$ cat src/rtl/core/mie_pkg.sv
package mie_pkg;

    localparam int DATA_WIDTH = 32;
    // Bezout coefficients stay within plus or minus the modulus; two guard bits
    // keep the signed arithmetic exact.
    localparam int COEF_WIDTH = DATA_WIDTH + 2;
    localparam int CNT_WIDTH  = $clog2(DATA_WIDTH + 1);
    localparam int ADDR_WIDTH = 3;

    localparam logic [DATA_WIDTH-1:0] MODULUS_RESET = DATA_WIDTH'(1000000007);

    // Register index taken from paddr[2].
    localparam logic REG_MODULUS = 1'b0;

    typedef enum logic [2:0] {
        ST_IDLE,
        ST_CHECK,
        ST_DIV,
        ST_FIN,
        ST_OUT
    } state_t;

    typedef struct packed {
        logic busy;
        logic done;
    } div_stat_t;

endpackage

$ cat src/rtl/core/mie_div.sv
module mie_div
    import mie_pkg::*;
(
    input  logic                         clk,
    input  logic                         rst_n,
    input  logic                         go,
    input  logic [DATA_WIDTH-1:0]        dividend,
    input  logic [DATA_WIDTH-1:0]        divisor,
    input  logic signed [COEF_WIDTH-1:0] mult,
    output div_stat_t                    stat,
    output logic [DATA_WIDTH-1:0]        rem,
    output logic signed [COEF_WIDTH-1:0] prod
);

    logic                         busy_reg, busy_next;
    logic                         done_reg, done_next;
    logic [CNT_WIDTH-1:0]         cnt_reg, cnt_next;
    logic [DATA_WIDTH-1:0]        rem_reg, rem_next;
    logic [DATA_WIDTH-1:0]        dvd_reg, dvd_next;
    logic [DATA_WIDTH-1:0]        dvs_reg, dvs_next;
    logic signed [COEF_WIDTH-1:0] mul_reg, mul_next;
    logic signed [COEF_WIDTH-1:0] prod_reg, prod_next;

    logic [DATA_WIDTH:0]   shifted;
    logic [DATA_WIDTH+1:0] diff;
    logic                  qbit;

    // One restoring division step per cycle. The quotient bit also drives a
    // Horner accumulation of quotient times the multiplier.
    always_comb
    begin
        shifted = {rem_reg, dvd_reg[DATA_WIDTH-1]};
        diff    = {1'b0, shifted} - {2'b00, dvs_reg};
        qbit    = ~diff[DATA_WIDTH+1];

        busy_next = busy_reg;
        done_next = 1'b0;
        cnt_next  = cnt_reg;
        rem_next  = rem_reg;
        dvd_next  = dvd_reg;
        dvs_next  = dvs_reg;
        mul_next  = mul_reg;
        prod_next = prod_reg;

        if (go)
        begin
            busy_next = 1'b1;
            cnt_next  = CNT_WIDTH'(DATA_WIDTH);
            rem_next  = '0;
            dvd_next  = dividend;
            dvs_next  = divisor;
            mul_next  = mult;
            prod_next = '0;
        end
        else if (busy_reg)
        begin
            rem_next  = qbit ? diff[DATA_WIDTH-1:0] : shifted[DATA_WIDTH-1:0];
            dvd_next  = {dvd_reg[DATA_WIDTH-2:0], 1'b0};
            prod_next = {prod_reg[COEF_WIDTH-2:0], 1'b0} + (qbit ? mul_reg : '0);
            cnt_next  = cnt_reg - 1'b1;
            if (cnt_reg == CNT_WIDTH'(1))
            begin
                busy_next = 1'b0;
                done_next = 1'b1;
            end
        end
    end

    always_ff @(posedge clk or negedge rst_n)
    begin
        if (!rst_n)
        begin
            busy_reg <= 1'b0;
            done_reg <= 1'b0;
            cnt_reg  <= '0;
        end
        else
        begin
            busy_reg <= busy_next;
            done_reg <= done_next;
            cnt_reg  <= cnt_next;
        end
    end

    always_ff @(posedge clk)
    begin
        rem_reg  <= rem_next;
        dvd_reg  <= dvd_next;
        dvs_reg  <= dvs_next;
        mul_reg  <= mul_next;
        prod_reg <= prod_next;
    end

    assign stat.busy = busy_reg;
    assign stat.done = done_reg;
    assign rem       = rem_reg;
    assign prod      = prod_reg;

endmodule

$ cat src/rtl/core/modular_inverse_ext_euclid.sv
// Modular inverse by the extended Euclidean algorithm. A request is taken when
// start is high and busy is low; for a nonzero modulus busy then stays high until the
// result is shown. The result appears on inverse and not_invertible for exactly one
// cycle with done high, and there is no way to hold it off, so the receiver must
// take it then. Each Euclid round runs one serial division plus one check state,
// and the shared divider sets the pace: a request takes at most about 48 rounds
// for 32-bit operands, and a zero modulus is answered without any division. The
// modulus register (address 0) must only be written while busy is low and no
// result is pending.
module modular_inverse_ext_euclid
    import mie_pkg::*;
(
    input  logic                  clk,
    input  logic                  rst_n,
    input  logic                  psel,
    input  logic                  penable,
    input  logic                  pwrite,
    input  logic [ADDR_WIDTH-1:0] paddr,
    input  logic [31:0]           pwdata,
    output logic [31:0]           prdata,
    output logic                  pready,
    input  logic                  start,
    output logic                  busy,
    input  logic [DATA_WIDTH-1:0] value,
    output logic                  done,
    output logic [DATA_WIDTH-1:0] inverse,
    output logic                  not_invertible
);

    state_t                       state_reg, state_next;
    logic [DATA_WIDTH-1:0]        modulus_reg;
    logic [DATA_WIDTH-1:0]        r0_reg, r0_next;
    logic [DATA_WIDTH-1:0]        r1_reg, r1_next;
    logic signed [COEF_WIDTH-1:0] s0_reg, s0_next;
    logic signed [COEF_WIDTH-1:0] s1_reg, s1_next;
    logic                         neg_reg, neg_next;
    logic [DATA_WIDTH-1:0]        red_reg, red_next;
    logic [DATA_WIDTH-1:0]        inverse_reg, inverse_next;
    logic                         not_inv_reg, not_inv_next;
    logic                         done_reg, done_next;
    logic                         div_go;

    div_stat_t                    div_stat;
    logic [DATA_WIDTH-1:0]        div_rem;
    logic signed [COEF_WIDTH-1:0] div_prod;

    logic [COEF_WIDTH-1:0]        mag;
    logic [COEF_WIDTH-1:0]        mag_sub;
    logic                         cfg_write;

    assign cfg_write = psel && penable && pwrite && pready;
    assign pready    = 1'b1;
    assign prdata    = (paddr[2] == REG_MODULUS) ? 32'(modulus_reg) : 32'd0;

    always_ff @(posedge clk or negedge rst_n)
    begin
        if (!rst_n)
        begin
            modulus_reg <= MODULUS_RESET;
        end
        else if (cfg_write && (paddr[2] == REG_MODULUS))
        begin
            modulus_reg <= pwdata[DATA_WIDTH-1:0];
        end
    end

    mie_div u_div (
        .clk      (clk),
        .rst_n    (rst_n),
        .go       (div_go),
        .dividend (r0_reg),
        .divisor  (r1_reg),
        .mult     (s1_reg),
        .stat     (div_stat),
        .rem      (div_rem),
        .prod     (div_prod)
    );

    always_comb
    begin
        state_next   = state_reg;
        r0_next      = r0_reg;
        r1_next      = r1_reg;
        s0_next      = s0_reg;
        s1_next      = s1_reg;
        neg_next     = neg_reg;
        red_next     = red_reg;
        inverse_next = inverse_reg;
        not_inv_next = not_inv_reg;
        done_next    = 1'b0;
        div_go       = 1'b0;

        mag     = s0_reg[COEF_WIDTH-1] ? COEF_WIDTH'(-s0_reg) : COEF_WIDTH'(s0_reg);
        mag_sub = mag - {2'b00, modulus_reg};

        case (state_reg)
            ST_IDLE:
            begin
                if (start)
                begin
                    if (modulus_reg == '0)
                    begin
                        // A zero modulus has no inverse at all.
                        inverse_next = '0;
                        not_inv_next = 1'b1;
                        done_next    = 1'b1;
                    end
                    else
                    begin
                        r0_next    = value;
                        r1_next    = modulus_reg;
                        s0_next    = COEF_WIDTH'(1);
                        s1_next    = '0;
                        state_next = ST_CHECK;
                    end
                end
            end
            ST_CHECK:
            begin
                if (r1_reg == '0)
                begin
                    state_next = ST_FIN;
                end
                else
                begin
                    div_go     = 1'b1;
                    state_next = ST_DIV;
                end
            end
            ST_DIV:
            begin
                if (div_stat.done)
                begin
                    r0_next    = r1_reg;
                    r1_next    = div_rem;
                    s0_next    = s1_reg;
                    s1_next    = s0_reg - div_prod;
                    state_next = ST_CHECK;
                end
            end
            ST_FIN:
            begin
                // The magnitude never exceeds the modulus, so one subtract reduces it.
                neg_next   = s0_reg[COEF_WIDTH-1];
                red_next   = mag_sub[COEF_WIDTH-1] ? mag[DATA_WIDTH-1:0]
                                                   : mag_sub[DATA_WIDTH-1:0];
                state_next = ST_OUT;
            end
            ST_OUT:
            begin
                inverse_next = (neg_reg && (red_reg != '0)) ? (modulus_reg - red_reg)
                                                            : red_reg;
                not_inv_next = (r0_reg != DATA_WIDTH'(1));
                done_next    = 1'b1;
                state_next   = ST_IDLE;
            end
            default:
            begin
                state_next = ST_IDLE;
            end
        endcase
    end

    always_ff @(posedge clk or negedge rst_n)
    begin
        if (!rst_n)
        begin
            state_reg <= ST_IDLE;
            done_reg  <= 1'b0;
        end
        else
        begin
            state_reg <= state_next;
            done_reg  <= done_next;
        end
    end

    always_ff @(posedge clk)
    begin
        r0_reg      <= r0_next;
        r1_reg      <= r1_next;
        s0_reg      <= s0_next;
        s1_reg      <= s1_next;
        neg_reg     <= neg_next;
        red_reg     <= red_next;
        inverse_reg <= inverse_next;
        not_inv_reg <= not_inv_next;
    end

    assign busy           = (state_reg != ST_IDLE);
    assign done           = done_reg;
    assign inverse        = inverse_reg;
    assign not_invertible = not_inv_reg;

    // The divider only runs while a request is in progress.
    assert property (@(posedge clk) disable iff (!rst_n)
        !busy |-> !div_stat.busy)
        else $error("divider active while the block is idle");

    // A finished division leaves a remainder below the divisor.
    assert property (@(posedge clk) disable iff (!rst_n)
        (state_reg == ST_DIV && div_stat.done) |-> (div_rem < r1_reg))
        else $error("division remainder not below divisor");

    // A zero modulus answers on the next cycle with the flag set.
    assert property (@(posedge clk) disable iff (!rst_n)
        (start && !busy && modulus_reg == '0) |=>
            (done && not_invertible && inverse == '0))
        else $error("zero modulus not answered at once");

    // Every delivered inverse lies below a nonzero modulus.
    assert property (@(posedge clk) disable iff (!rst_n)
        (done && modulus_reg != '0) |-> (inverse < modulus_reg))
        else $error("inverse not reduced below the modulus");

endmodule
$ cat config.mk
export PLATFORM = sky130hd
export DESIGN_NAME = modular_inverse_ext_euclid
export DESIGN_NICKNAME = d
export VERILOG_FILES = /design/src/rtl/core/mie_pkg.sv /design/src/rtl/core/mie_div.sv /design/src/rtl/core/modular_inverse_ext_euclid.sv
export SDC_FILE = /design/constraint.sdc
export NUM_CORES = 1
export LEC_CHECK = 0
export BUFFER_PORTS_ARGS = -buffer_cell sky130_fd_sc_hd__buf_2
export CAP_MARGIN = 0
export CORE_MARGIN = 2
export CORE_UTILIZATION = 45
export DETAILED_ROUTE_END_ITERATION = 8
export GPL_TIMING_DRIVEN = 0
export PLACE_DENSITY = 0.61
export SKIP_LAST_GASP = 1
export SYNTH_ARGS = -nofsm -noshare
export SYNTH_HDL_FRONTEND = slang
export SYNTH_HIERARCHICAL = 1
export SYNTH_SLANG_ARGS = --single-unit
$ cat constraint.sdc
create_clock -name clk -period 27.1 [get_ports clk]
set_clock_uncertainty 0.1 [all_clocks]
set_input_delay 0 -clock clk [delete_from_list [all_inputs] [get_ports clk]]
set_output_delay 0 -clock clk [all_outputs]
set_load 0.02 [all_outputs]
==> results.toml, run 1 <==
[sta]
max_freq_mhz = 155
period_share_pct = 23.9
relSlewSlack_pct = 15.5
period_needed_ns = 6.46
rsz0062_at_grt = "false"
setup_slack_ns = 20.64
hold_violations = 0
holdWs_ns = 0.0501
tns_ns = 0
finalMaxSlewViolations = 0
setup_viol = 0
tightest_slew_ns = 1.27

[global_route]
grt_pass1_wl_um = 117000
grt_overflow = 0
grt_use_total_pct = 26.7
antenna_found_initial = 3
grt_max_degree = 45
grt_pass1_vias = 20100

[route]
vias = 20500
first_iter_violations = 1572
wl_um = 77900
dr.pass1.iters = 5
viasPerCell = 5.69
wl_per_cell_um = 21.6
antenna_left = 0
drc = 0

[critical_path]
end_kind = "flop"
crit_path_frequent_cell = "ha_1"
start_kind = "flop"
required_ns = 27.52
critical-path-top-delay-family = "compound AO/OA/AOI/OAI gates"
arrival_ns = 6.88
rr_startpoint = "u_div/dvs_reg[8]"
cp_slowest_cell = "o21ai_0"
critPathMaxStageDelay_ns = 0.50
crit_start = "u_div/dvs_reg[8]"
path_buf_inv = 4
path_max_fanout = 10
cp_cell_sequence = "inv_1 -> ha_1 -> buf_2 -> a21oi_1 -> o211ai_1 -> o22ai_1 -> o21ai_1 -> nor2_1 -> o21ai_4 -> buf_4 -> clkbuf_1 -> and2_1 -> ha_1 -> fa_1 -> a211oi_1 -> o21bai_1 -> o21ai_0 -> and4bb_2 -> o31ai_1 -> a2111oi_0 -> nor3_1 -> xor3_1 -> a211oi_2"
critPathKind = "flop to flop"

[flow_run]
maxCapViolations = 0

[clock_tree]
cts_sinks = 406
htree_num_levels = 2
cts_resized = 0
clk_latency_ns = 0.62
cts_buffer_depth = 3
cts_made_buffers = 48
cts_root_buf = "clkbuf_16"
path_clk_slew_ns = 0.06
cts_tree = "done"

[cells_and_area]
final_cell_area_mm2 = 0.0294
instances_no_fill = 3609
nets = 3064
num_antenna_cells = 0
layout_commonest_cell = "edfxtp_1"
final_util_pct = 53.2
drive_gt1_share_pct = 13.4
most-common-layout-cells = "edfxtp_1 (296), nand2_1 (250), nor2_1 (241)"
area_delta_synth_final_pct = 16.7

[floorplanning]
die_height_um = 241
dieArea_mm2 = 0.0580
initial_core_util_pct = 45.6
die_x_um = 241
io_pins = 141
rows = 86
placeableCoreArea_mm2 = 0.0553

[synthesis]
ys_warn_count = 6
synth_area_mm2 = 0.0252
avgSynthCellArea_um2 = 9.90
syn_inst = 2547
synth_nets = 2788

[outcome]
status = "finished clean"

[worst_hold_path]
hold_start = "pwdata[2]"
hold_class = "input port to flop"

[placement]
dp_slack_ns = 20.66
placed_cell_area_mm2 = 0.0271
dp_cells = 3453
io_buffers = 136
dp.final_hpwl_um = 60000
routabilityCongestion = 0.941

[power_and_ir_drop]
irDropWorstVdd_mv = 0.0805
power_mw = 4.28
powerDensity_mw_per_mm2 = 145
cellLeakagePower_nw = 12.3
==> timing repair <==
item                                   4_1_cts  5_1_grt
endpoints found under the hold margin      105        0
buffers inserted                             0        0
hold buffers                                68        0
==> layout make-up <==
| cell class | instances | area, um^2 |
|---|---|---|
| sequential | 406 | 11300 |
| multi-input combinational | 1886 | 12900 |
| clock inverter | 23 | 282 |
| tap | 748 | 936 |
| timing repair buffer | 226 | 1630 |
| fill | 5032 | 25900 |
| clock buffer | 65 | 1340 |
| buffer | 93 | 392 |
| inverter | 162 | 608 |
==> tightest hold or removal path, stage by stage <==
cell	delay (ns)
dlygate4sd3_1	0.52
buf_2	0.09
mux2_2	0.13
==> path summary, 6_finish.rpt <==
check                                     to  slack, ns  cells past startpoint
hold / removal                modulus_reg[2]       0.05                      3
setup reg to reg              u_div/prod[33]      20.64                     23
hold reg to reg            u_div/mul_reg[15]       0.34                      0
setup / recovery              u_div/prod[33]      20.64                     23
max in group asynchronous       state_reg[1]      26.01                      2
min in group asynchronous   u_div/cnt_reg[0]       0.10                      2
==> report_power, final <==
group          switching, mW  leakage [nW]  internal (mW)  total, mW
Clock                  0.275         0.783          0.387      0.661
Sequential             0.186          3.89           1.00       1.19
Combinational           1.40          7.64           1.03       2.43
==> routing by layer <==
layer,GRT usage [%],part of all wire (%)
met3,4.63,7.4
met4,10.8,4.0
met1,36.3,44
met5,0,0.017
met2,42.2,44
Power figures use the tool's default switching activity.
==> run 2: changes to the inputs <==
--- a/config.mk
+++ b/config.mk
@@ -11,7 +11,7 @@
 export CORE_UTILIZATION = 45
 export DETAILED_ROUTE_END_ITERATION = 8
 export GPL_TIMING_DRIVEN = 0
-export PLACE_DENSITY = 0.61
+export PLACE_DENSITY = 0.63
 export SKIP_LAST_GASP = 1
 export SYNTH_ARGS = -nofsm -noshare
 export SYNTH_HDL_FRONTEND = slang
==> constraint.sdc (replaced) <==
create_clock -name clk -period 5.75 [get_ports clk]
set_clock_uncertainty 0.1 [all_clocks]
set_input_delay 0 -clock clk [delete_from_list [all_inputs] [get_ports clk]]
set_output_delay 0 -clock clk [all_outputs]
set_load 0.02 [all_outputs]
==> run 2 against run 1 <==
  * First-iteration DRC count grew 25%
  * Global-route usage shrank 0.39 points
  * Maximum frequency grew 17%
  * Core utilization grew 0.58 points
  * Largest power group unchanged
==> results.toml, run 2 (synthesis gave the netlist of run 1 again) <==
[outcome]
status = "finished clean"

[critical_path]
critPathMaxStageDelay_ns = 0.48
path_max_fanout = 10
cp_cell_sequence = "inv_1 -> ha_1 -> a21oi_1 -> o21bai_1 -> a21oi_1 -> nor3b_1 -> a2111oi_2 -> o21ai_4 -> buf_8 -> clkbuf_4 -> and2_1 -> ha_1 -> fa_2 -> a211oi_2 -> o21bai_2 -> o21ai_2 -> and4bb_2 -> o31ai_4 -> a2111oi_2 -> nor3_1 -> xor3_1 -> a211oi_2"
crit_start = "u_div/dvs_reg[26]"
start_kind = "flop"
arrival_ns = 5.92
critPathKind = "flop to flop"
required_ns = 6.16
end_kind = "flop"
rrSetupSlack_ns = 0.24
cp_slowest_cell = "a2111oi_2"
rr_startpoint = "u_div/dvs_reg[26]"

[floorplanning]
die_x_um = 241
io_pins = 141
rows = 86
die_height_um = 241
initial_core_util_pct = 45.6
placeableCoreArea_mm2 = 0.0553
dieArea_mm2 = 0.0580

[power_and_ir_drop]
pwr-share-comb_pct = 57.2
power.switching_mw = 8.85
powerDensity_mw_per_mm2 = 689
switching_share_pct = 43.2
irDropWorstVdd_mv = 0.317
seqPwrFrac_pct = 27.3
pwr-share-clk_pct = 15.5
p_int_mw = 11.7
power_mw = 20.5
cellLeakagePower_nw = 12.4

[worst_hold_path]
hold_class = "input port to flop"
hold_start = "pwdata[17]"

[clock_tree]
path_clk_slew_ns = 0.06
cts_root_buf = "clkbuf_16"
cts_tree = "done"
cts_sinks = 406
cts_made_buffers = 48
clk_latency_ns = 0.62
htree_num_levels = 2
cts_buffer_depth = 3

[sta]
hold_violations = 0
period_share_pct = 95.9
period_needed_ns = 5.51
finalMaxSlewViolations = 0
setup_viol = 0
relSlewSlack_pct = 14.4
tns_ns = 0
max_freq_mhz = 181
tightest_slew_ns = 1.28

[route]
wl_um = 77400
wl_per_cell_um = 21.4
vias = 20800
first_iter_violations = 1971
dr.pass1.iters = 5
drc = 0
antenna_left = 0
viasPerCell = 5.74

[global_route]
grt_use_total_pct = 26.3
grt_pass1_wl_um = 116000
grt_max_degree = 45
antenna_found_initial = 0
grt_pass1_vias = 19900
grt_overflow = 0

[cells_and_area]
layout_commonest_cell = "edfxtp_1"
area_delta_synth_final_pct = 18.0
nets = 3071
final_util_pct = 53.8
drive_gt1_share_pct = 14.4
most-common-layout-cells = "edfxtp_1 (296), nand2_1 (250), nor2_1 (240)"

[placement]
io_buffers = 136
dp.final_hpwl_um = 58800
routabilityCongestion = 0.927

[flow_run]
maxCapViolations = 0
[run 2: final cells by class]
class                      instances  area [um^2]
timing repair buffer             234         1760
clock buffer                      58         1320
multi-input combinational       1886        13100
fill                            4949        25500
antenna                            3         7.51
inverter                         162          608
clock inverter                    30          327
buffer                            92          414
sequential                       406        11300
tap                              748          936
[run 2: critical path: cells and delay by family (launching register included)]
kind,cells,cell delay (ns)
XOR/XNOR,1,0.26
AND/OR/NAND/NOR,4,0.75
AO/OA/AOI/OAI,11,2.53
adder cells (fa/ha/maj),3,0.90
flip-flops,1,0.35
buffers and inverters,3,0.49
[run 2: per-layer routing]
| metal | track usage [%] | vias to the layer above | part of all wire [%] |
|---|---|---|---|
| met5 | 0 | - | 0 |
| met4 | 9.47 | 0 | 3.6 |
| met3 | 4.24 | 136 | 7.1 |
| met2 | 42.3 | 746 | 45 |
| met1 | 35.8 | 10100 | 44 |
| li1 | - | 9775 | - |
[run 2: final timing paths]
path,endpoint,cells after the start
setup / recovery,u_div/prod[33],22
hold / removal,modulus_reg[17],3
setup reg to reg,u_div/prod[33],22
hold reg to reg,u_div/mul_reg[18],0
max in group asynchronous,state_reg[0],2
min in group asynchronous,modulus_reg[7],2
[run 2: per-stage QoR]
stage | hold slack, ns | cell area [um^2] | std cells | worst slack (ns)
6_report | 0.0626 | 29800 | 3619 | 0.236
4_1_cts | 0.0315 | 29500 | 3604 | -0.0218
3_3_place_gp | 0.133 | 26900 | 3431 | -1.39
5_1_grt | 0.0555 | 29800 | 3616 | -0.0228
2_1_floorplan | -0.396 | 25300 | 2547 | 0.624
3_5_place_dp | 0.136 | 27200 | 3448 | -0.587
[run 2: what timing repair did]
item,CTS,global route
gates cloned,0,2
setup buffers,0,11
pin swaps,0,4
endpoints found under the hold margin,110,0
resized for setup,14,34
hold buffers,68,0
endpoints found under the setup margin,27,40
[run 2: power groups by stage]
stage | combinational (mW) | clock (mW) | sequential, mW
5_1_grt | 12.9 | 3.33 | 5.70
3_5_place_dp | 11.2 | 0 | 5.62
3_3_place_gp | 10.9 | 0 | 5.68
2_1_floorplan | 8.57 | 0 | 5.28
6_report | 11.7 | 3.18 | 5.60
4_1_cts | 11.4 | 3.23 | 5.58
